$ cat config.mk
export PLATFORM = sky130hd
export DESIGN_NAME = bmp_rgb24_window_crop_core_flat
export DESIGN_NICKNAME = d
export VERILOG_FILES = /design/src/hdl/bmpcrop_pkg.sv /design/src/hdl/bmpcrop_req_if.sv /design/src/hdl/bmpcrop_rsp_if.sv /design/src/hdl/bmpcrop_queue.sv /design/src/hdl/bmpcrop_front.sv /design/src/hdl/bmpcrop_back.sv /design/src/hdl/bmp_rgb24_window_crop_core.sv /design/src/flat_wrapper.sv
export VERILOG_INCLUDE_DIRS = /design/src /design/src/hdl
export SDC_FILE = /design/constraint.sdc
export NUM_CORES = 1
export LEC_CHECK = 0
export ABC_CLOCK_PERIOD_IN_PS = 3400
export BUFFER_PORTS_ARGS = -buffer_cell sky130_fd_sc_hd__buf_2
export CAP_MARGIN = 20
export CORE_ASPECT_RATIO = 2
export CORE_MARGIN = 2
export CORE_UTILIZATION = 35
export CTS_BUF_LIST = sky130_fd_sc_hd__clkbuf_4
export CTS_CLUSTER_DIAMETER = 40
export DETAILED_ROUTE_END_ITERATION = 7
export PLACE_DENSITY = 0.47
export SLEW_MARGIN = 25
export SYNTH_ARGS = -nofsm -noshare
export SYNTH_HDL_FRONTEND = slang
export SYNTH_HIERARCHICAL = 1
export SYNTH_SLANG_ARGS = --single-unit
$ cat constraint.sdc
create_clock -name clock -period 3.4 [get_ports clock]
set_input_delay 0.68 -clock clock [delete_from_list [all_inputs] [get_ports clock]]
set_output_delay 0.68 -clock clock [all_outputs]
set_load 0.005 [all_outputs]
$ cat src/hdl/bmp_rgb24_window_crop_core_defines.svh
// ----------------------------------------------------------------------------
// bmp_rgb24_window_crop_core_defines
// Assertion macros shared by the crop core modules.
// ----------------------------------------------------------------------------
`ifndef BMP_RGB24_WINDOW_CROP_CORE_DEFINES_SVH
`define BMP_RGB24_WINDOW_CROP_CORE_DEFINES_SVH

// property must hold at every clock edge outside reset
`define BMPCROP_ASSERT(name, clk, rst, prop, msg) \
   name: assert property (@(posedge clk) disable iff (rst) prop) \
      else $error(msg);

// expression must never be true outside reset
`define BMPCROP_ASSERT_NEVER(name, clk, rst, expr, msg) \
   name: assert property (@(posedge clk) disable iff (rst) !(expr)) \
      else $error(msg);

`endif

$ cat src/hdl/bmpcrop_pkg.sv
// ----------------------------------------------------------------------------
// bmpcrop_pkg
// Shared types and constants of the 24-bit window crop core.
// ----------------------------------------------------------------------------
package bmpcrop_pkg;

   localparam int BYTE_W      = 8;
   localparam int DIM_W       = 13;  // source and window sizes
   localparam int OFS_W       = 12;  // window offsets
   localparam int SPAN_W      = 14;  // offset plus size
   localparam int POS_W       = 16;  // byte positions within a row
   localparam int PAD_W       = 2;
   localparam int CSR_INDEX_W = 3;
   localparam int CSR_DATA_W  = 13;
   localparam int QPTR_W      = 2;
   localparam int QUEUE_DEPTH = 1 << QPTR_W;

   localparam logic [BYTE_W-1:0] PAD_BYTE = 8'h00;

   // cycles the input is held off after a register write
   localparam logic [1:0] SETTLE_START = 2'd3;

   typedef enum logic [CSR_INDEX_W-1:0] {
      CSR_SOURCE_WIDTH  = 3'd0,
      CSR_SOURCE_HEIGHT = 3'd1,
      CSR_CROP_LEFT     = 3'd2,
      CSR_CROP_TOP      = 3'd3,
      CSR_CROP_WIDTH    = 3'd4,
      CSR_CROP_HEIGHT   = 3'd5
   } csr_index_type;

   // one classified item, waiting for the byte expander
   typedef struct packed {
      logic              err;
      logic              row_last;
      logic              frame_last;
      logic [PAD_W-1:0]  pad_cnt;
      logic [BYTE_W-1:0] data;
   } cmd_type;

   typedef struct packed {
      logic full;
      logic empty;
   } q_status_type;

endpackage

$ cat src/hdl/bmpcrop_req_if.sv
// ----------------------------------------------------------------------------
// bmpcrop_req_if
// Source byte channel with valid/ready handshake.
// ----------------------------------------------------------------------------
interface bmpcrop_req_if;
   logic       valid;
   logic       ready;
   logic [7:0] pixel_byte;

   modport source (output valid, output pixel_byte, input ready);
   modport sink (input valid, input pixel_byte, output ready);
endinterface

$ cat src/hdl/bmpcrop_rsp_if.sv
// ----------------------------------------------------------------------------
// bmpcrop_rsp_if
// Cropped byte channel with valid/ready handshake.
// ----------------------------------------------------------------------------
interface bmpcrop_rsp_if;
   logic       valid;
   logic       ready;
   logic [7:0] out_byte;
   logic       is_padding;
   logic       row_end;
   logic       frame_end;
   logic       window_error;

   modport source (output valid, output out_byte, output is_padding, output row_end,
                   output frame_end, output window_error, input ready);
   modport sink (input valid, input out_byte, input is_padding, input row_end,
                 input frame_end, input window_error, output ready);
endinterface

$ cat src/hdl/bmpcrop_queue.sv
// ----------------------------------------------------------------------------
// bmpcrop_queue
// Small command queue between the classifier and the byte expander.
// ----------------------------------------------------------------------------
`include "bmp_rgb24_window_crop_core_defines.svh"

module bmpcrop_queue (
   input  logic                    clock,
   input  logic                    reset,
   input  logic                    push,
   input  bmpcrop_pkg::cmd_type    push_cmd,
   input  logic                    pop,
   output bmpcrop_pkg::cmd_type    head,
   output bmpcrop_pkg::q_status_type status
);

   localparam int PW = bmpcrop_pkg::QPTR_W;
   localparam int CW = bmpcrop_pkg::QPTR_W + 1;

   bmpcrop_pkg::cmd_type mem_ff [bmpcrop_pkg::QUEUE_DEPTH];
   logic [PW-1:0] wr_ptr_ff, wr_ptr_in;
   logic [PW-1:0] rd_ptr_ff, rd_ptr_in;
   logic [CW-1:0] count_ff, count_in;

   assign status.full  = (count_ff == CW'(bmpcrop_pkg::QUEUE_DEPTH));
   assign status.empty = (count_ff == '0);
   assign head         = mem_ff[rd_ptr_ff];

   always_comb begin
      wr_ptr_in = push ? PW'(wr_ptr_ff + PW'(1)) : wr_ptr_ff;
      rd_ptr_in = pop ? PW'(rd_ptr_ff + PW'(1)) : rd_ptr_ff;
      count_in  = count_ff;
      if (push && !pop) begin
         count_in = CW'(count_ff + CW'(1));
      end else if (pop && !push) begin
         count_in = CW'(count_ff - CW'(1));
      end
   end

   always_ff @(posedge clock) begin
      if (push) begin
         mem_ff[wr_ptr_ff] <= push_cmd;
      end
   end

   always_ff @(posedge clock) begin
      if (reset) begin
         wr_ptr_ff <= '0;
         rd_ptr_ff <= '0;
         count_ff  <= '0;
      end else begin
         wr_ptr_ff <= wr_ptr_in;
         rd_ptr_ff <= rd_ptr_in;
         count_ff  <= count_in;
      end
   end

   `BMPCROP_ASSERT_NEVER(a_no_push_full, clock, reset, push && status.full, "queue overflow")
   `BMPCROP_ASSERT_NEVER(a_no_pop_empty, clock, reset, pop && status.empty, "queue underflow")

endmodule

$ cat src/hdl/bmpcrop_front.sv
// ----------------------------------------------------------------------------
// bmpcrop_front
// Holds the registers, tracks the source column and row, and classifies
// each accepted byte into a command for the byte expander.
// ----------------------------------------------------------------------------
`include "bmp_rgb24_window_crop_core_defines.svh"

module bmpcrop_front #(
   parameter int MAX_WIDTH  = 4096,
   parameter int MAX_HEIGHT = 4096
) (
   input  logic                                     clock,
   input  logic                                     reset,
   input  logic                                     csr_we,
   input  logic [bmpcrop_pkg::CSR_INDEX_W-1:0]      csr_index,
   input  logic [bmpcrop_pkg::CSR_DATA_W-1:0]       csr_wdata,
   bmpcrop_req_if.sink                              req_ch,
   input  bmpcrop_pkg::q_status_type                q_status,
   output logic                                     q_push,
   output bmpcrop_pkg::cmd_type                     q_cmd
);

   localparam int DW      = bmpcrop_pkg::DIM_W;
   localparam int OW      = bmpcrop_pkg::OFS_W;
   localparam int SW      = bmpcrop_pkg::SPAN_W;
   localparam int PW      = bmpcrop_pkg::POS_W;
   localparam int DIM_MAX = (1 << DW) - 1;
   localparam int EFF_W   = (MAX_WIDTH < DIM_MAX) ? MAX_WIDTH : DIM_MAX;
   localparam int EFF_H   = (MAX_HEIGHT < DIM_MAX) ? MAX_HEIGHT : DIM_MAX;
   localparam int COL_W   = $clog2(3 * EFF_W + 4);
   localparam int ROW_W   = (EFF_H > 1) ? $clog2(EFF_H) : 1;
   localparam int RW1     = ROW_W + 1;
   localparam logic [DW-1:0] W_MAX = EFF_W[DW-1:0];
   localparam logic [DW-1:0] H_MAX = EFF_H[DW-1:0];

   // register file
   logic [DW-1:0] src_width_ff, src_height_ff, crop_width_ff, crop_height_ff;
   logic [OW-1:0] crop_left_ff, crop_top_ff;

   // derived values, first stage
   logic [DW-1:0] sw_clamp, sh_clamp;
   logic [1:0]    sw3_lo, cw3_lo;
   logic [DW-1:0] sw_a_ff, sh_a_ff;
   logic [1:0]    spad_a_ff, cpad_a_ff;
   logic [PW-1:0] first_a_ff;
   logic [SW-1:0] span_a_ff, top_end_a_ff;
   logic          empty_a_ff;

   // derived values, second stage
   logic [COL_W-1:0] rb_sum;
   logic [COL_W-1:0] rb_b_ff, rb_m1_b_ff;
   logic [ROW_W-1:0] sh_m1_b_ff;
   logic [PW-1:0]    last_b_ff;
   logic [SW-1:0]    fend_b_ff;
   logic             bad_b_ff;

   // position state
   logic [COL_W-1:0] col_ff, col_in;
   logic [ROW_W-1:0] row_ff, row_in;
   logic             err_rep_ff, err_rep_in;
   logic [1:0]       settle_ff, settle_in;

   // position as left by the last accepted item, before any realignment
   logic [COL_W-1:0] col_hold_ff, col_hold_in;
   logic [ROW_W-1:0] row_hold_ff, row_hold_in;
   logic             err_hold_ff, err_hold_in;

   logic          accept, err_hit, in_win, in_rows, in_cols;
   logic          col_wrap, row_wrap, col_over, row_over;
   logic [PW-1:0] col_p;
   logic [SW-1:0] row_p;
   logic [RW1-1:0] row_inc, row_t, row_hold_inc;

   always_ff @(posedge clock) begin
      if (reset) begin
         src_width_ff   <= DW'(1);
         src_height_ff  <= DW'(1);
         crop_left_ff   <= '0;
         crop_top_ff    <= '0;
         crop_width_ff  <= DW'(1);
         crop_height_ff <= DW'(1);
      end else if (csr_we) begin
         unique case (csr_index)
            bmpcrop_pkg::CSR_SOURCE_WIDTH:  src_width_ff   <= csr_wdata;
            bmpcrop_pkg::CSR_SOURCE_HEIGHT: src_height_ff  <= csr_wdata;
            bmpcrop_pkg::CSR_CROP_LEFT:     crop_left_ff   <= csr_wdata[OW-1:0];
            bmpcrop_pkg::CSR_CROP_TOP:      crop_top_ff    <= csr_wdata[OW-1:0];
            bmpcrop_pkg::CSR_CROP_WIDTH:    crop_width_ff  <= csr_wdata;
            bmpcrop_pkg::CSR_CROP_HEIGHT:   crop_height_ff <= csr_wdata;
            default: ;
         endcase
      end
   end

   always_comb begin
      sw_clamp = (src_width_ff == '0) ? DW'(1) :
                 (src_width_ff > W_MAX) ? W_MAX : src_width_ff;
      sh_clamp = (src_height_ff == '0) ? DW'(1) :
                 (src_height_ff > H_MAX) ? H_MAX : src_height_ff;
      // low two bits of 3*n
      sw3_lo = 2'(sw_clamp[1:0] + {sw_clamp[0], 1'b0});
      cw3_lo = 2'(crop_width_ff[1:0] + {crop_width_ff[0], 1'b0});
   end

   always_ff @(posedge clock) begin
      sw_a_ff      <= sw_clamp;
      sh_a_ff      <= sh_clamp;
      spad_a_ff    <= 2'(~sw3_lo + 2'd1);
      cpad_a_ff    <= 2'(~cw3_lo + 2'd1);
      first_a_ff   <= PW'({crop_left_ff, 1'b0}) + PW'(crop_left_ff);
      span_a_ff    <= SW'(crop_left_ff) + SW'(crop_width_ff);
      top_end_a_ff <= SW'(crop_top_ff) + SW'(crop_height_ff);
      empty_a_ff   <= (crop_width_ff == '0) || (crop_height_ff == '0);
   end

   assign rb_sum = COL_W'({sw_a_ff, 1'b0}) + COL_W'(sw_a_ff) + COL_W'(spad_a_ff);

   always_ff @(posedge clock) begin
      rb_b_ff    <= rb_sum;
      rb_m1_b_ff <= COL_W'(rb_sum - COL_W'(1));
      sh_m1_b_ff <= ROW_W'(sh_a_ff - DW'(1));
      last_b_ff  <= PW'(PW'({span_a_ff, 1'b0}) + PW'(span_a_ff) - PW'(1));
      fend_b_ff  <= SW'(top_end_a_ff - SW'(1));
      bad_b_ff   <= (span_a_ff > SW'(sw_a_ff)) || (top_end_a_ff > SW'(sh_a_ff));
   end

   assign req_ch.ready = (settle_ff == '0) && !q_status.full;
   assign accept       = req_ch.valid && req_ch.ready;

   always_comb begin
      col_p   = PW'(col_ff);
      row_p   = SW'(row_ff);
      in_rows = (row_p >= SW'(crop_top_ff)) && (row_p < top_end_a_ff);
      in_cols = (col_p >= first_a_ff) && (col_p <= last_b_ff);
      err_hit = bad_b_ff && !err_rep_ff;
      in_win  = !bad_b_ff && !empty_a_ff && in_rows && in_cols;

      q_push           = accept && (err_hit || in_win);
      q_cmd.err        = err_hit;
      q_cmd.data       = err_hit ? bmpcrop_pkg::PAD_BYTE : req_ch.pixel_byte;
      q_cmd.row_last   = !err_hit && (col_p == last_b_ff);
      q_cmd.frame_last = !err_hit && (row_p == fend_b_ff);
      q_cmd.pad_cnt    = cpad_a_ff;
   end

   always_comb begin
      col_wrap = (col_ff == rb_m1_b_ff);
      row_wrap = col_wrap && (row_ff == sh_m1_b_ff);
      row_inc  = RW1'(row_ff) + RW1'(1);
      // realignment after a register change, always from the unaligned position
      row_hold_inc = RW1'(row_hold_ff) + RW1'(1);
      col_over     = (col_hold_ff >= rb_b_ff);
      row_t        = col_over ? row_hold_inc : RW1'(row_hold_ff);
      row_over     = (SW'(row_t) >= SW'(sh_a_ff));

      col_in      = col_ff;
      row_in      = row_ff;
      err_rep_in  = err_rep_ff;
      col_hold_in = col_hold_ff;
      row_hold_in = row_hold_ff;
      err_hold_in = err_hold_ff;
      settle_in   = (settle_ff != '0) ? 2'(settle_ff - 2'd1) : settle_ff;
      if (csr_we) begin
         settle_in = bmpcrop_pkg::SETTLE_START;
      end

      if (settle_ff == 2'd1) begin
         col_in     = col_over ? '0 : col_hold_ff;
         row_in     = row_over ? '0 : row_t[ROW_W-1:0];
         err_rep_in = row_over ? 1'b0 : err_hold_ff;
      end else if (accept) begin
         col_in      = col_wrap ? '0 : COL_W'(col_ff + COL_W'(1));
         row_in      = !col_wrap ? row_ff : (row_wrap ? '0 : row_inc[ROW_W-1:0]);
         err_rep_in  = row_wrap ? 1'b0 : (err_hit || err_rep_ff);
         col_hold_in = col_in;
         row_hold_in = row_in;
         err_hold_in = err_rep_in;
      end
   end

   always_ff @(posedge clock) begin
      if (reset) begin
         col_ff      <= '0;
         row_ff      <= '0;
         err_rep_ff  <= 1'b0;
         col_hold_ff <= '0;
         row_hold_ff <= '0;
         err_hold_ff <= 1'b0;
         settle_ff   <= bmpcrop_pkg::SETTLE_START;
      end else begin
         col_ff      <= col_in;
         row_ff      <= row_in;
         err_rep_ff  <= err_rep_in;
         col_hold_ff <= col_hold_in;
         row_hold_ff <= row_hold_in;
         err_hold_ff <= err_hold_in;
         settle_ff   <= settle_in;
      end
   end

   `BMPCROP_ASSERT(a_col_in_row, clock, reset,
      (settle_ff == '0) |-> (col_ff < rb_b_ff), "column past row length")
   `BMPCROP_ASSERT(a_row_in_frame, clock, reset,
      (settle_ff == '0) |-> (row_ff <= sh_m1_b_ff), "row past frame height")

endmodule

$ cat src/hdl/bmpcrop_back.sv
// ----------------------------------------------------------------------------
// bmpcrop_back
// Expands queued commands into output bytes, adding row padding after the
// last byte of each cropped row.
// ----------------------------------------------------------------------------
`include "bmp_rgb24_window_crop_core_defines.svh"

module bmpcrop_back (
   input  logic                        clock,
   input  logic                        reset,
   input  bmpcrop_pkg::cmd_type        head,
   input  bmpcrop_pkg::q_status_type   q_status,
   output logic                        q_pop,
   bmpcrop_rsp_if.source               rsp_ch
);

   localparam int BW = bmpcrop_pkg::BYTE_W;
   localparam int AW = bmpcrop_pkg::PAD_W;

   logic [AW-1:0] idx_ff, idx_in;
   logic          rsp_valid_ff, rsp_valid_in;
   logic [BW-1:0] out_byte_ff, out_byte_in;
   logic          is_padding_ff, is_padding_in;
   logic          row_end_ff, row_end_in;
   logic          frame_end_ff, frame_end_in;
   logic          window_error_ff, window_error_in;
   logic          load, emit, done;

   always_comb begin
      load = !rsp_valid_ff || rsp_ch.ready;
      emit = load && !q_status.empty;
      // plain bytes and error reports are one output each
      done = !head.row_last || (idx_ff == head.pad_cnt);
      q_pop = emit && done;

      idx_in          = idx_ff;
      rsp_valid_in    = rsp_valid_ff;
      out_byte_in     = out_byte_ff;
      is_padding_in   = is_padding_ff;
      row_end_in      = row_end_ff;
      frame_end_in    = frame_end_ff;
      window_error_in = window_error_ff;

      if (load) begin
         rsp_valid_in = emit;
      end
      if (emit) begin
         idx_in          = done ? '0 : AW'(idx_ff + AW'(1));
         out_byte_in     = (idx_ff == '0) ? head.data : bmpcrop_pkg::PAD_BYTE;
         is_padding_in   = (idx_ff != '0);
         row_end_in      = head.row_last && (idx_ff == head.pad_cnt);
         frame_end_in    = head.row_last && (idx_ff == head.pad_cnt) && head.frame_last;
         window_error_in = head.err;
      end
   end

   always_ff @(posedge clock) begin
      if (reset) begin
         idx_ff       <= '0;
         rsp_valid_ff <= 1'b0;
      end else begin
         idx_ff       <= idx_in;
         rsp_valid_ff <= rsp_valid_in;
      end
   end

   always_ff @(posedge clock) begin
      out_byte_ff     <= out_byte_in;
      is_padding_ff   <= is_padding_in;
      row_end_ff      <= row_end_in;
      frame_end_ff    <= frame_end_in;
      window_error_ff <= window_error_in;
   end

   assign rsp_ch.valid        = rsp_valid_ff;
   assign rsp_ch.out_byte     = out_byte_ff;
   assign rsp_ch.is_padding   = is_padding_ff;
   assign rsp_ch.row_end      = row_end_ff;
   assign rsp_ch.frame_end    = frame_end_ff;
   assign rsp_ch.window_error = window_error_ff;

   `BMPCROP_ASSERT(a_head_held, clock, reset,
      (idx_ff != '0) |-> !q_status.empty, "padding run lost its command")
   `BMPCROP_ASSERT(a_frame_on_row, clock, reset,
      (rsp_valid_ff && frame_end_ff) |-> row_end_ff, "frame end off a row end")

endmodule

$ cat src/hdl/bmp_rgb24_window_crop_core.sv
// ----------------------------------------------------------------------------
// bmp_rgb24_window_crop_core
// Streaming window crop of row-padded 24-bit pixel data.
// ----------------------------------------------------------------------------
// Source bytes enter one per cycle in file order, unless held off; bytes
// inside the window (crop_left, crop_top, crop_width, crop_height) leave on
// the result channel, and each cropped row is closed with zero bytes up to
// a multiple of four. A classifier tracks the source column and row and
// writes one command per kept byte into a four-entry queue; an expander
// turns each command into one output byte, or into the byte plus up to three
// padding bytes at a row end, through a registered output. Input and output
// each run at one item per cycle unless held off or stalled; the last byte
// of a cropped row also emits its padding bytes, so rows whose width in bytes
// is not a multiple of four back up the queue. The input is held off while
// the queue is full and, after reset and any register write, while the
// window bounds are recomputed and the position counters realigned. A window
// over the source edge gives one window_error item per frame and nothing else.
// ----------------------------------------------------------------------------
module bmp_rgb24_window_crop_core #(
   parameter int MAX_WIDTH  = 4096,
   parameter int MAX_HEIGHT = 4096
) (
   input  logic                                clock,
   input  logic                                reset,
   input  logic                                csr_we,
   input  logic [bmpcrop_pkg::CSR_INDEX_W-1:0] csr_index,
   input  logic [bmpcrop_pkg::CSR_DATA_W-1:0]  csr_wdata,
   bmpcrop_req_if.sink                         req_ch,
   bmpcrop_rsp_if.source                       rsp_ch
);

   bmpcrop_pkg::cmd_type      push_cmd, head;
   bmpcrop_pkg::q_status_type q_status;
   logic                      q_push, q_pop;

   bmpcrop_front #(
      .MAX_WIDTH  (MAX_WIDTH),
      .MAX_HEIGHT (MAX_HEIGHT)
   ) u_front (
      .clock     (clock),
      .reset     (reset),
      .csr_we    (csr_we),
      .csr_index (csr_index),
      .csr_wdata (csr_wdata),
      .req_ch    (req_ch),
      .q_status  (q_status),
      .q_push    (q_push),
      .q_cmd     (push_cmd)
   );

   bmpcrop_queue u_queue (
      .clock    (clock),
      .reset    (reset),
      .push     (q_push),
      .push_cmd (push_cmd),
      .pop      (q_pop),
      .head     (head),
      .status   (q_status)
   );

   bmpcrop_back u_back (
      .clock    (clock),
      .reset    (reset),
      .head     (head),
      .q_status (q_status),
      .q_pop    (q_pop),
      .rsp_ch   (rsp_ch)
   );

endmodule
$ cat src/flat_wrapper.sv
// flat-port wrapper written by rule: the top's interface ports become plain ports
module bmp_rgb24_window_crop_core_flat 
#(
   parameter int MAX_WIDTH  = 4096,
   parameter int MAX_HEIGHT = 4096
)
  (clock, reset, csr_we, csr_index, csr_wdata, req_ch_valid, req_ch_pixel_byte, req_ch_ready, rsp_ch_valid, rsp_ch_out_byte, rsp_ch_is_padding, rsp_ch_row_end, rsp_ch_frame_end, rsp_ch_window_error, rsp_ch_ready);
  bmpcrop_req_if req_ch_i ();
  bmpcrop_rsp_if rsp_ch_i ();
  input  logic clock;
  input  logic reset;
  input  logic csr_we;
  input  logic [bmpcrop_pkg::CSR_INDEX_W-1:0] csr_index;
  input  logic [bmpcrop_pkg::CSR_DATA_W-1:0] csr_wdata;
  input wire logic [$bits(req_ch_i.valid)-1:0] req_ch_valid;
  input wire logic [$bits(req_ch_i.pixel_byte)-1:0] req_ch_pixel_byte;
  output wire logic [$bits(req_ch_i.ready)-1:0] req_ch_ready;
  output wire logic [$bits(rsp_ch_i.valid)-1:0] rsp_ch_valid;
  output wire logic [$bits(rsp_ch_i.out_byte)-1:0] rsp_ch_out_byte;
  output wire logic [$bits(rsp_ch_i.is_padding)-1:0] rsp_ch_is_padding;
  output wire logic [$bits(rsp_ch_i.row_end)-1:0] rsp_ch_row_end;
  output wire logic [$bits(rsp_ch_i.frame_end)-1:0] rsp_ch_frame_end;
  output wire logic [$bits(rsp_ch_i.window_error)-1:0] rsp_ch_window_error;
  input wire logic [$bits(rsp_ch_i.ready)-1:0] rsp_ch_ready;
  assign req_ch_i.valid = req_ch_valid;
  assign req_ch_i.pixel_byte = req_ch_pixel_byte;
  assign req_ch_ready = req_ch_i.ready;
  assign rsp_ch_valid = rsp_ch_i.valid;
  assign rsp_ch_out_byte = rsp_ch_i.out_byte;
  assign rsp_ch_is_padding = rsp_ch_i.is_padding;
  assign rsp_ch_row_end = rsp_ch_i.row_end;
  assign rsp_ch_frame_end = rsp_ch_i.frame_end;
  assign rsp_ch_window_error = rsp_ch_i.window_error;
  assign rsp_ch_i.ready = rsp_ch_ready;
  bmp_rgb24_window_crop_core #(.MAX_WIDTH(MAX_WIDTH), .MAX_HEIGHT(MAX_HEIGHT)) u_core (.clock(clock), .reset(reset), .csr_we(csr_we), .csr_index(csr_index), .csr_wdata(csr_wdata), .req_ch(req_ch_i), .rsp_ch(rsp_ch_i));
endmodule
# Yosys cells after proc, flatten, opt, wreduce, memory -nomap -nowiden
# Memories as Yosys holds them, arrays and structs flattened. A register that Yosys moved wholly into a read port is not among the register bits.
# Cells that the tools add are included.
[totals]
regBits = 298
ramBits = 52
output_inout_bits = 14
elab_cells = 170
mem_count = 1
[classes]
addsub = 23
order_cmp = 10
n_eq_ne = 12
n_mux = 25
n_bitwise = 3
reduce_logical = 56
[mem_list]
columns = ["memory", "words", "width", "read_ports", "rd_clocked_by_memory_dff", "write_ports", "line_no", "source"]
rows = [
  ["u_core.u_queue.mem_ff", 4, 13, 1, 1, 1, "bmpcrop_queue.sv:20", "bmpcrop_pkg::cmd_type mem_ff [bmpcrop_pkg::QUEUE_DEPTH];"],
]
[op_table]
columns = ["cell", "count"]
rows = [
  ["2-to-1 mux 12 bit", 5],
  ["2-to-1 mux 14 bit", 4],
  ["zero test 13 bit", 4],
  ["2-to-1 mux 13 bit", 3],
  ["adder 12 x 13 -> 14 bit", 2],
  [">= comparator 14 bit", 2],
  ["greater-than comparator 14 x 13 -> 1 bit", 2],
  ["subtractor 14 x 1 -> 14 bit, second input constant", 2],
  ["greater-than comparator 13 bit, second input constant", 2],
  ["logical AND 1 bit", 18],
  ["adder 15 x 14 -> 16 bit", 1],
  ["equality test 14 x 16 -> 1 bit", 1],
  ["less-or-equal comparator 14 x 16 -> 1 bit", 1],
  ["subtractor 16 x 1 -> 16 bit, second input constant", 1],
  ["adder 13 x 12 -> 14 bit", 1],
  ["adder 14 x 1 -> 14 bit, second input constant", 1],
  ["adder 14 x 13 -> 14 bit", 1],
  ["adder 14 x 2 -> 14 bit", 1],
  ["equality test 12 x 14 -> 1 bit", 1],
  ["equality test 14 bit", 1],
  ["less-than comparator 12 x 14 -> 1 bit", 1],
  ["AND reduction 2 bit", 7],
  ["adder 12 x 1 -> 13 bit, second input constant", 1],
  [">= comparator 13 bit", 1],
  ["26 further kinds", 65],
]

# Depth between registers and ports, before layout
# Gate-level depths: netlist (run 1).
[depth]
depth_word = 10
ltp_mapped = 19
mapped_depth_nobuf = 18

# Modules after synthesis
# Netlist (run 1), hierarchy kept.
[modules_own_cells]
columns = ["module", "instances", "cells_per_inst", "area_per_inst_um2", "seq_area_each_um2"]
rows = [
  ["bmpcrop_front", 1, 1827, 15387.3, 5465.2],
  ["bmpcrop_queue", 1, 111, 2311.0, 1741.7],
  ["bmpcrop_back", 1, 45, 633.1, 420.4],
]

# Least setup slack after synthesis (run 1)
# No wires, ideal clock.
[synth_timing]
path_type = "flip-flop to flip-flop"
start = "reg u_core.u_front.rb_b_ff[11]"
end = "reg u_core.u_front.row_ff[3]"
setup_time_ns = 0.076
arrival_time_ns = 3.605
t_required_ns = 3.324
setup_slack_ns = -0.281
stages_incl_launch_ff = 19
synth_period_minus_slack_ns = 3.681
path_cell_list = "dfxtp_1 -> inv_1 -> ha_1 -> a21oi_1 -> o21ai_0 -> a2111oi_0 -> a31oi_1 -> nand3_1 -> nor2_1 -> xnor2_1 -> inv_1 -> ha_1 -> and4_1 -> a211oi_1 -> o211ai_1 -> a221oi_1 -> clkbuf_1 -> nand2_1 -> o22ai_1"
[synth_via]
elab_chain_cells = 5
[synth_rtl]
columns = ["element", "line_no", "source"]
rows = [
  ["start, declared", "bmpcrop_front.sv:51", "logic [COL_W-1:0] rb_b_ff, rb_m1_b_ff;"],
  ["start signal, assigned", "bmpcrop_front.sv:119", "rb_b_ff <= rb_sum;"],
  [">= comparator 14 bit *", "bmpcrop_front.sv:152", "col_over = (col_hold_ff >= rb_b_ff);"],
  ["2-to-1 mux 13 bit *", "bmpcrop_front.sv:153", "row_t = col_over ? row_hold_inc : RW1'(row_hold_ff);"],
  [">= comparator 13 bit", "bmpcrop_front.sv:154", "row_over = (SW'(row_t) >= SW'(sh_a_ff));"],
  ["2-to-1 mux 12 bit *", "bmpcrop_front.sv:169", "row_in = row_over ? '0 : row_t[ROW_W-1:0];"],
  ["2-to-1 mux 12 bit *", "bmpcrop_front.sv:167", "if (settle_ff == 2'd1) begin"],
  ["end signal, assigned", "bmpcrop_front.sv:192", "row_ff <= row_in;"],
  ["end, declared", "bmpcrop_front.sv:59", "logic [ROW_W-1:0] row_ff, row_in;"],
]
# Mark *: on every way between the ends. The rest lies on a longest branch, timed or not.
# A chain may end at the register's enable or synchronous reset.

# Worst setup path in the final report (run 1)
[layout_timing]
start = "reg u_core.u_front.rb_b_ff[11]"
end = "reg u_core.u_front.row_ff[1]"
# Same word-level chain as after synthesis.

==> summary.txt, run 1 <==
Place
  – HPWL Detailed: between 40000 and 50000 µm
  – Dpl cells: 2719
  – Pre-CTS WS: -660 ps
  – Port-buffer cells: 42
  – GPL Wtd Cong: around 0.92

Yosys
  – Cells after Synth: a little under 2000
  – Prevailing post-synth register cell: dfxtp_1
  – Synth async-reset ratio: 0
  – Ys Warns: 6
  – Syn Area/Cell: between 9 and 10 µm²
  – Number of enable flip-flop cells after synthesis: 64
  – Cell area after synthesis: roughly 18000 µm²
  – Area leader, netlist: dfxtp_1
  – Post-synthesis sequential area ratio: 0.416
  – Yosys top cell area share: 0.311
  – Synth cell types: a little under 80
  – Synth top area cells: dfxtp_1 31%, ha_1 14%, edfxtp_1 10%
  – Mapped Nets: roughly 2200
  – #FFs+latches synth: approximately 350

Routing
  – Post-route ant nets: 0
  – Vias: ~14000
  – Drt pass-1 iters: 4
  – WL final: 52700 µm
  – Post-detailed-route DRC marker count: 0
  – Vias/cell: a little under 5
  – WL/cell: 18.3 µm
  – Violation count after the first detailed-routing iteration: roughly 590

Status
  – Failing checks: setup timing
  – Status: finished with violations

Critical path
  – CP endpoint kind: flip-flop
  – WP data arrival: around 4400 ps
  – Crit Path Category: reg -> reg
  – CP Max Fanout: 6
  – CP required: 4160 ps
  – Startpoint Class: flip-flop

Timing
  – Setup repair after global routing missed its margin: yes
  – Slew Limit Fails: 0
  – Final setup margin: -240 ps
  – Worst-Margin Slew: between 900 and 1000 ps
  – Final Skew: 78.4 ps
  – Hold Vio Cnt, Final: 0
  – Setup violators final: 13
  – Setup TNS: -2340 ps
  – Final min period: between 3000 and 4000 ps
  – Fraction of the cycle the final worst path needs: 1.07
  – Slew margin rel.: 0.373
  – Achievable clock frequency: about 0.27 GHz

Global routing
  – Vias in the first global route: roughly 15000
  – Grt ovf: 0
  – First-pass GRT wire length: approximately 82000 µm
  – Pin count of the biggest net entering global routing: 84
  – GRT Total Usage: 0.194
  – Initial antenna violation count: 2

Floorplan
  – Core area: roughly 52000 µm²
  – I/O pin total: 43
  – Die W: ~170 µm
  – Die area: about 54000 µm²
  – FP Rows: around 120
  – Chip height: roughly 330 µm
  – Initial core utilization: 0.354

Clock network
  – Post-CTS Hold Buffers: 0
  – Clk sinks: around 350
  – H-tree levels: 3
  – Worst-skew pair later-pin latency: ~840 ps
  – CTS max path bufs: 3
  – CTS buffer count: 84
  – Clock Pin Slew Worst Setup and Hold Paths: 70 ps
  – CTS tree: built
  – Clock Tree Root: clkbuf_4

Job
  – MaxCap Viol Count: 0

Power and ir drop
  – Total power draw: around 0.0096 W
  – Leak: just over 9 nW
  – Peak supply drop: 0.318 mV
  – Gate power share: 0.135
  – Switching portion of total power: 0.272
  – Clock group share of total power: 0.386
  – Psw: 0.00260 W
  – Register share of total power: 0.479
  – Internal Dissipation: just under 0.007 W
  – Pwr per Cell Area: between 400 and 500 nW/µm²

Finish
  – Area grow syn2layout: 17.7%
  – Commonest non-fill, non-tap cell in the layout: dfxtp_1
  – Fin cells: between 2000 and 3000
  – Nets: 2395
  – Commonest cells after routing, fill and taps aside: 276 x dfxtp_1, 258 x nand2_1, 192 x ha_1
  – Filler cells: between 5000 and 6000
  – Fraction of layout cells with a size suffix above 1: 0.173

Min path
  – Worst Hold Class: in -> reg
## cell usage after synthesis, types with 18 or more instances
cell      number
and3_1        19
xnor2_1       92
xor2_1        61
nor4_1        22
o21ai_0       56
a21oi_1      155
a21o_1        29
clkbuf_1      52
nand3_1       48
nand2_1      262
and2_1        26
nor3_1        33
inv_1        182
edfxtp_1      64
dfxtp_1      285
a22oi_1       18
nor2b_1       49
nor2_1       108
ha_1         205
## per-stage QoR
stage               area [µm²]   util  hold slack, ps
floorplan                18400      -             371
global placement         19900  0.383             439
detailed placement       19900  0.383             441
CTS                      21300  0.411            85.0
global route             21600  0.416             133
finish                   21600  0.416             150
## cell type report
cell class / count / area (µm²) / share of cell area
antenna: 3 / 7.51 / 0.000348
clock buffer: 121 / 908 / 0.0421
clock inverter: 32 / 240 / 0.0111
inverter: 182 / 683 / 0.0317
multi-input combinational: 1391 / 10200 / 0.474
sequential: 349 / 7640 / 0.354
tap: 660 / 826 / 0.0383
timing repair buffer: 146 / 1050 / 0.0487
## cell families (layout without fill, tap and decap cells)
group / count (synthesis) / after routing / synth area share
and+or+nand+nor: 646 / 646 / 0.169
muxes: 21 / 21 / 0.0212
xor gates and xnor gates: 153 / 153 / 0.0731
adders and majority gates: 212 / 212 / 0.148
buffers and inverters: 243 / 481 / 0.0513
other: 0 / 3 / 0
AOI/OAI and AO/OA: 359 / 359 / 0.122
DFF: 349 / 349 / 0.416
## final timing paths
check / start / to / slack (ps) / depth (start not counted)
setup / recovery: u_core/u_front/rb_b_ff[11] / u_core/u_front/row_ff[1] / -240 / 19
hold / removal: csr_wdata[9] / u_core/u_front/crop_left_ff[9] / 150 / 3
setup reg to reg: u_core/u_front/rb_b_ff[11] / u_core/u_front/row_ff[1] / -240 / 19
hold reg to reg: u_core/u_front/sh_a_ff[3] / u_core/u_front/sh_m1_b_ff[3] / 460 / 2
## power by group through the flow
stage / clock network [W] / logic (W) / registers [W]
after global placement: 0 / 0.00124 / 0.00467
after global routing: 0.00403 / 0.00145 / 0.00460
after CTS: 0.00386 / 0.00130 / 0.00458
final: 0.00369 / 0.00129 / 0.00457
after floorplan: 0 / 0.000849 / 0.00462
after detailed placement: 0 / 0.00126 / 0.00467
## per-layer routing
layer,vias to the layer above,part of all wire,track usage
met5,-,0,0
met4,0,0.050,0.105
met3,117,0.028,0.0264
met2,267,0.56,0.390
met1,6730,0.36,0.186
li1,7206,-,-
## sequential cells by signal, indices dropped and copies added, names as in the netlist, 13 cells and up, named ones only
register / count
u_core/u_front/span_a_ff: 14
u_core/u_front/last_b_ff: 16
u_core/u_front/crop_height_ff: 13
u_core/u_front/fend_b_ff: 14
u_core/u_queue/mem_ff: 52
u_core/u_front/src_height_ff: 13
u_core/u_front/crop_width_ff: 13
u_core/u_front/sh_a_ff: 13
u_core/u_front/top_end_a_ff: 14
u_core/u_front/col_ff: 14
u_core/u_front/first_a_ff: 14
u_core/u_front/src_width_ff: 13
u_core/u_front/col_hold_ff: 14
u_core/u_front/rb_b_ff: 13
u_core/u_front/rb_m1_b_ff: 13
## worst max-delay path, stage by stage, from the launching register on
cell	delay [ps]
dfxtp_2	320
inv_2	40
ha_4	240
a21oi_4	150
o21ai_4	90
a2111oi_4	370
a31oi_4	140
buf_12	170
buf_8	130
mux2_4	310
ha_4	240
a21o_1	180
a21o_1	160
a21oi_2	110
o211ai_1	120
a221oi_2	300
buf_4	170
buf_8	130
nand2_4	60
a31oi_4	170
## timing repair
action | in CTS | in global routing
buffers inserted | 6 | 3
endpoints found under the hold margin | 0 | 0
endpoints found under the setup margin | 17 | 68
gates resized for setup | 37 | 56
pin swaps | 29 | 33
(Power assumes the default switching activity.)
==> inputs of run 2 (changes only) <==
ABC_AREA = 1   (was unset)
==> summary.txt, run 2 <==
Status
  – Status: finished, final reports clean

Timing
  – Hold_ws: ~180 ps
  – Slew margin rel.: 0.453
  – Slew Limit Fails: 0
  – Final Skew: around 120 ps
  – Hold Vio Cnt, Final: 0
  – Setup repair after global routing missed its margin: no
  – Setup violators final: 0
  – Worst-Margin Slew: 818 ps
  – Setup TNS: 0 ps
  – Fraction of the cycle the final worst path needs: 0.953
  – Achievable clock frequency: 0.309 GHz
  – Final min period: roughly 3200 ps

Clock network
  – CTS buffer count: 86
  – Post-CTS Hold Buffers: 0
  – Number of setup buffers added after CTS: 0
  – Clock Tree Root: clkbuf_4
  – Worst-skew pair later-pin latency: 860 ps
  – Resize count post-CTS: 0
  – Clk sinks: ~350
  – CTS tree: built
  – H-tree levels: 3
  – Clock Pin Slew Worst Setup and Hold Paths: roughly 70 ps
  – CTS max path bufs: 3

Floorplan
  – Die area: 57900 µm²
  – I/O pin total: 43
  – FP Rows: approximately 120
  – Initial core utilization: 0.354
  – Chip height: roughly 340 µm
  – Die W: 171 µm
  – Core area: 55300 µm²

Yosys
  – Top-count cell post-synth: nand2_1
  – Cells after Synth: ~2600
  – Post-synthesis sequential area ratio: 0.390
  – Post-synth top cells: 536 x nand2_1, 383 x inv_1, 285 x dfxtp_1
  – Synth cell types: 53
  – Mapped Nets: about 2800
  – Syn Area/Cell: ~7.7 µm²
  – Cell area after synthesis: just under 20000 µm²
  – Synth async-reset ratio: 0
  – Number of enable flip-flop cells after synthesis: 64
  – Prevailing post-synth register cell: dfxtp_1
  – Area leader, netlist: dfxtp_1
  – #FFs+latches synth: between 300 and 400
  – Ys Warns: 6
  – Yosys top cell area share: 0.292
  – Synth top area cells: dfxtp_1 29%, ha_1 13%, nand2_1 10%

Finish
  – Commonest non-fill, non-tap cell in the layout: nand2_1
  – Regs by FF count: u_core/u_queue/mem_ff (52), u_core/u_front/last_b_ff (16)
  – Fraction of layout cells with a size suffix above 1: 0.113
  – Max reg flops: between 50 and 60
  – Commonest cells after routing, fill and taps aside: 533 x nand2_1, 382 x inv_1, 281 x dfxtp_1
  – Area grow syn2layout: 13.0%
  – Nets: approximately 3000
  – Biggest register: u_core/u_queue/mem_ff
  – Filler cells: approximately 6000
  – Fin cells: between 3000 and 4000

Critical path
  – CP endpoint kind: flip-flop
  – Crit Path Category: reg -> reg
  – Buffers and inverters on the worst path: 3
  – CP Cell Sequence: ha_1 -> a21oi_1 -> o21ai_0 -> buf_4 -> nand2_1 -> nand4_1 -> nand3_1 -> buf_4 -> nor2_1 -> nor2_1 -> nor2_1 -> ha_1 -> inv_1 -> fa_1 -> o21ai_0 -> nor2_1
  – WP data arrival: a little under 4000 ps
  – CP most frequent cell: nor2_1
  – CP Max Fanout: 3
  – Worst-path cell with the longest stage delay: dfxtp_1
  – CP max stage delay: approximately 560 ps
  – CP required: a little over 4000 ps
  – Startpoint Class: flip-flop
  – Delay-heaviest family, CP: adder cells

Routing
  – Post-route ant nets: 0
  – Violation count after the first detailed-routing iteration: 700
  – Post-detailed-route DRC marker count: 0
  – WL/cell: about 18 µm
  – Drt pass-1 iters: 7
  – Vias/cell: 4.82
  – WL final: between 60000 and 70000 µm
  – Vias: between 15000 and 20000

Global routing
  – Initial antenna violation count: 2
  – Grt ovf: 0
  – First-pass GRT wire length: 94500 µm
  – Vias in the first global route: around 17000
  – GRT Total Usage: 0.219
  – Pin count of the biggest net entering global routing: 94

Place
  – GPL Wtd Cong: about 0.96
  – Port-buffer cells: between 40 and 50
  – Dpl cells: about 3300
  – HPWL Detailed: 50200 µm

Power and ir drop
  – Leak: 10.7 nW
  – Total power draw: about 0.011 W
  – Pwr per Cell Area: between 500 and 600 nW/µm²
  – Peak supply drop: approximately 0.21 mV

Job
  – MaxCap Viol Count: 0

Min path
  – Worst Hold Class: in -> reg
## run 2: worst paths after layout
kind / from / end / slack [ps] / depth (start not counted)
setup / recovery: u_core/u_front/row_ff[3] / u_core/u_queue/count_ff[1] / 160 / 16
hold / removal: rsp_ch_ready / u_core/u_back/rsp_ch.valid / 180 / 4
setup reg to reg: u_core/u_front/row_ff[3] / u_core/u_queue/count_ff[1] / 160 / 16
hold reg to reg: u_core/u_front/src_width_ff[12] / u_core/u_front/sw_a_ff[12] / 350 / 0
## run 2: cell type report
| type | count | area [µm²] | area share |
|---|---|---|---|
| multi-input cells | 1750 | 10200 | 0.461 |
| flip-flops and latches | 349 | 7630 | 0.345 |
| inverters | 399 | 1510 | 0.0681 |
| clock buffers | 131 | 983 | 0.0445 |
| well taps | 744 | 931 | 0.0421 |
| repair buffers | 102 | 727 | 0.0329 |
| clock inverters | 20 | 123 | 0.00555 |
| diodes | 2 | 5.00 | 0.000226 |
## run 2: where the power goes
part / internal, W / switching (W)
Sequential: 0.00470 / 0.000241
Clock: 0.00183 / 0.00179
Combinational: 0.000985 / 0.00178
## run 2: cell families (layout without fill, tap and decap cells)
| family | count (synthesis) | after routing | share of synthesized area |
|---|---|---|---|
| AND/OR/NAND/NOR | 1048 | 1048 | 0.226 |
| adder cells (fa/ha/maj) | 212 | 212 | 0.138 |
| other | 0 | 2 | 0 |
| AO/OA/AOI/OAI | 375 | 375 | 0.103 |
| buffers and inverters | 454 | 652 | 0.0916 |
| flip-flops | 349 | 349 | 0.390 |
| XOR/XNOR | 115 | 115 | 0.0515 |
## run 2: metrics by stage
stage,setup WS [ps],instance area [µm²],utilization
after floorplan,589,19600,-
after global placement,160,20900,0.379
after detailed placement,166,20900,0.379
after CTS,151,22000,0.399
after global routing,1.05,22100,0.400
final,161,22100,0.400
## run 2: metal layers
| metal | wire length [µm] | up-vias | global-route usage |
|---|---|---|---|
| li1 | - | 8545 | - |
| met1 | 19900 | 7714 | 0.183 |
| met2 | 35300 | 397 | 0.435 |
| met3 | 2100 | 208 | 0.0307 |
| met4 | 5660 | 0 | 0.183 |
| met5 | 0 | - | 0 |
## run 2: worst register-to-register path, cell delays in order (launching register included)
cell and delay, ps:
dfxtp_1 560, ha_1 330, a21oi_1 150, o21ai_0 120, buf_4 150, nand2_1 50
nand4_1 130, nand3_1 120, buf_4 150, nor2_1 50, nor2_1 220, nor2_1 110
ha_1 220, inv_1 80, fa_1 400, o21ai_0 170, nor2_1 50
==> inputs of run 3 (changes only) <==
ABC_AREA = unset   (was 1)
CORE_ASPECT_RATIO = 0.7   (was 2)
HOLD_SLACK_MARGIN = 0.1   (was unset)
==> summary.txt, run 3 (synthesis results as in run 1) <==
Finish
  – Commonest non-fill, non-tap cell in the layout: dfxtp_1
  – Nets: about 2400
  – Biggest register: u_core/u_queue/mem_ff
  – Regs by FF count: u_core/u_queue/mem_ff (52), u_core/u_front/last_b_ff (16)
  – Multi-input logic area: 10200 µm²
  – Fraction of layout cells with a size suffix above 1: 0.173
  – Commonest cells after routing, fill and taps aside: 276 x dfxtp_1, 260 x nand2_1, 193 x ha_1
  – Filler cells: approximately 5200
  – Final Cell Area: 21500 µm²
  – Storage cell area: roughly 7600 µm²
  – Max reg flops: 52
  – Area grow syn2layout: 17.2%
  – Core Util, Final: 0.414

Min path
  – Worst Hold Class: in -> reg

Clock network
  – Clock Pin Slew Worst Setup and Hold Paths: roughly 70 ps
  – CTS max path bufs: 3
  – Clk sinks: approximately 350
  – Clock Tree Root: clkbuf_4
  – H-tree levels: 3
  – Worst-skew pair later-pin latency: roughly 800 ps
  – CTS tree: built
  – CTS buffer count: 89

Timing
  – Final Skew: about 72 ps
  – Final min period: between 3000 and 4000 ps
  – Setup repair after global routing missed its margin: yes
  – Final setup margin: -150 ps
  – Slew margin rel.: 0.421
  – Hold Vio Cnt, Final: 0
  – Setup violators final: 13
  – Slew Limit Fails: 0
  – Achievable clock frequency: between 0.2 and 0.3 GHz
  – Worst-Margin Slew: 865 ps
  – Fraction of the cycle the final worst path needs: 1.04

Routing
  – Vias/cell: roughly 4.9
  – WL final: about 51000 µm
  – Drt pass-1 iters: 5
  – Post-route ant nets: 0
  – Violation count after the first detailed-routing iteration: 1011
  – WL/cell: between 15 and 20 µm
  – Post-detailed-route DRC marker count: 0
  – Vias: between 10000 and 15000

Place
  – HPWL Detailed: between 30000 and 40000 µm
  – GPL Wtd Cong: about 0.90
  – Dpl cell area: ~20000 µm²
  – Port-buffer cells: between 40 and 50

Global routing
  – Grt ovf: 0
  – GRT Total Usage: 0.189
  – Vias in the first global route: roughly 14000
  – Pin count of the biggest net entering global routing: 78
  – First-pass GRT wire length: about 80000 µm
  – Initial antenna violation count: 4

Critical path
  – Startpoint Class: flip-flop
  – Crit Path Category: reg -> reg
  – CP endpoint kind: flip-flop
  – WP data arrival: about 4300 ps
  – CP Max Fanout: 6
  – CP required: 4140 ps

Floorplan
  – Initial core utilization: 0.353
  – I/O pin total: 43
  – Die W: about 280 µm
  – Die area: 54300 µm²
  – Chip height: 195 µm
  – Core area: between 50000 and 60000 µm²
  – FP Rows: 70

Status
  – Failing checks: setup timing
  – Status: finished with violations

Job
  – MaxCap Viol Count: 0

Power and ir drop
  – Leak: approximately 9.3 nW
  – Peak supply drop: 0.270 mV
  – Pwr per Cell Area: 435 nW/µm²
[run 3: cell types whose count changed in the layout (fill, tap and decap cells not counted), moves of 19 or more]
cell     change
xor2_1      -19
nor2b_1     +49
a21o_1      +21
nand2_1    -273
inv_1      -206
o21ai_0     -84
nand3_1     -68
nor2_1     -156
xnor2_1     +50
buf_4       +50
and2_1      +25
[run 3: area by class of cell]
cell class,instances,area share
multi-input cells,1391,0.474
flip-flops and latches,349,0.355
repair buffers,149,0.0483
clock buffers,121,0.0423
well taps,684,0.0398
inverters,182,0.0318
clock inverters,32,0.00821
diodes,4,0.000466
[run 3: routing by layer]
metal / vias up / global-route usage / share of wire
met5: - / 0 / 0
met3: 57 / 0.0382 / 0.054
met4: 0 / 0.0468 / 0.012
met1: 6703 / 0.297 / 0.54
li1: 7240 / - / -
met2: 351 / 0.259 / 0.39
[run 3: path summary, 6_finish.rpt]
path / start / end / slack (ps) / cells after the start
max: u_core/u_front/rb_b_ff[8] / u_core/u_front/row_ff[9] / -150 / 16
min: csr_wdata[0] / u_core/u_front/crop_left_ff[0] / 210 / 3
max reg2reg: u_core/u_front/rb_b_ff[8] / u_core/u_front/row_ff[9] / -150 / 16
min reg2reg: u_core/u_front/err_hold_ff / u_core/u_front/err_rep_ff / 430 / 2
[run 3: worst max-delay path, cell delays in order, from the launching register on]
cell and delay, ps:
dfxtp_2 330, inv_2 40, ha_4 250, and4_4 260, o2111ai_4 110, a31oi_4 390
and3_4 260, xor2_2 170, ha_1 270, a21oi_1 170, nor2b_1 60, o21ai_0 210
o211ai_1 140, a221oi_2 390, buf_4 250, a221oi_2 80, nor2_1 130
[run 3: repair_timing]
| action | CTS | global route |
|---|---|---|
| pin swaps | 28 | 25 |
| buffers inserted | 6 | 2 |
| setup endpoints to repair | 14 | 15 |
| endpoints found under the hold margin | 3 | 0 |
| hold buffers | 1 | 0 |
| gates resized for setup | 23 | 53 |
[run 3: stage by stage]
stage,worst slack [ps],setup TNS (ps),std cells,total power [W],hold WS [ps]
after floorplan,5.20,0,1983,0.00547,371
after global placement,-327,-3840,2746,0.00587,446
after detailed placement,-420,-4970,2746,0.00588,450
after CTS,-241,-2200,2906,0.00947,116
after global routing,-305,-3460,2911,0.00989,152
final,-150,-1380,2912,0.00934,210
[run 3: where the power goes]
group / switching, W / total (W) / internal, W
combinational: 0.000739 / 0.00126 / 0.000526
clock: 0.00176 / 0.00350 / 0.00174
sequential: 0.000119 / 0.00458 / 0.00446
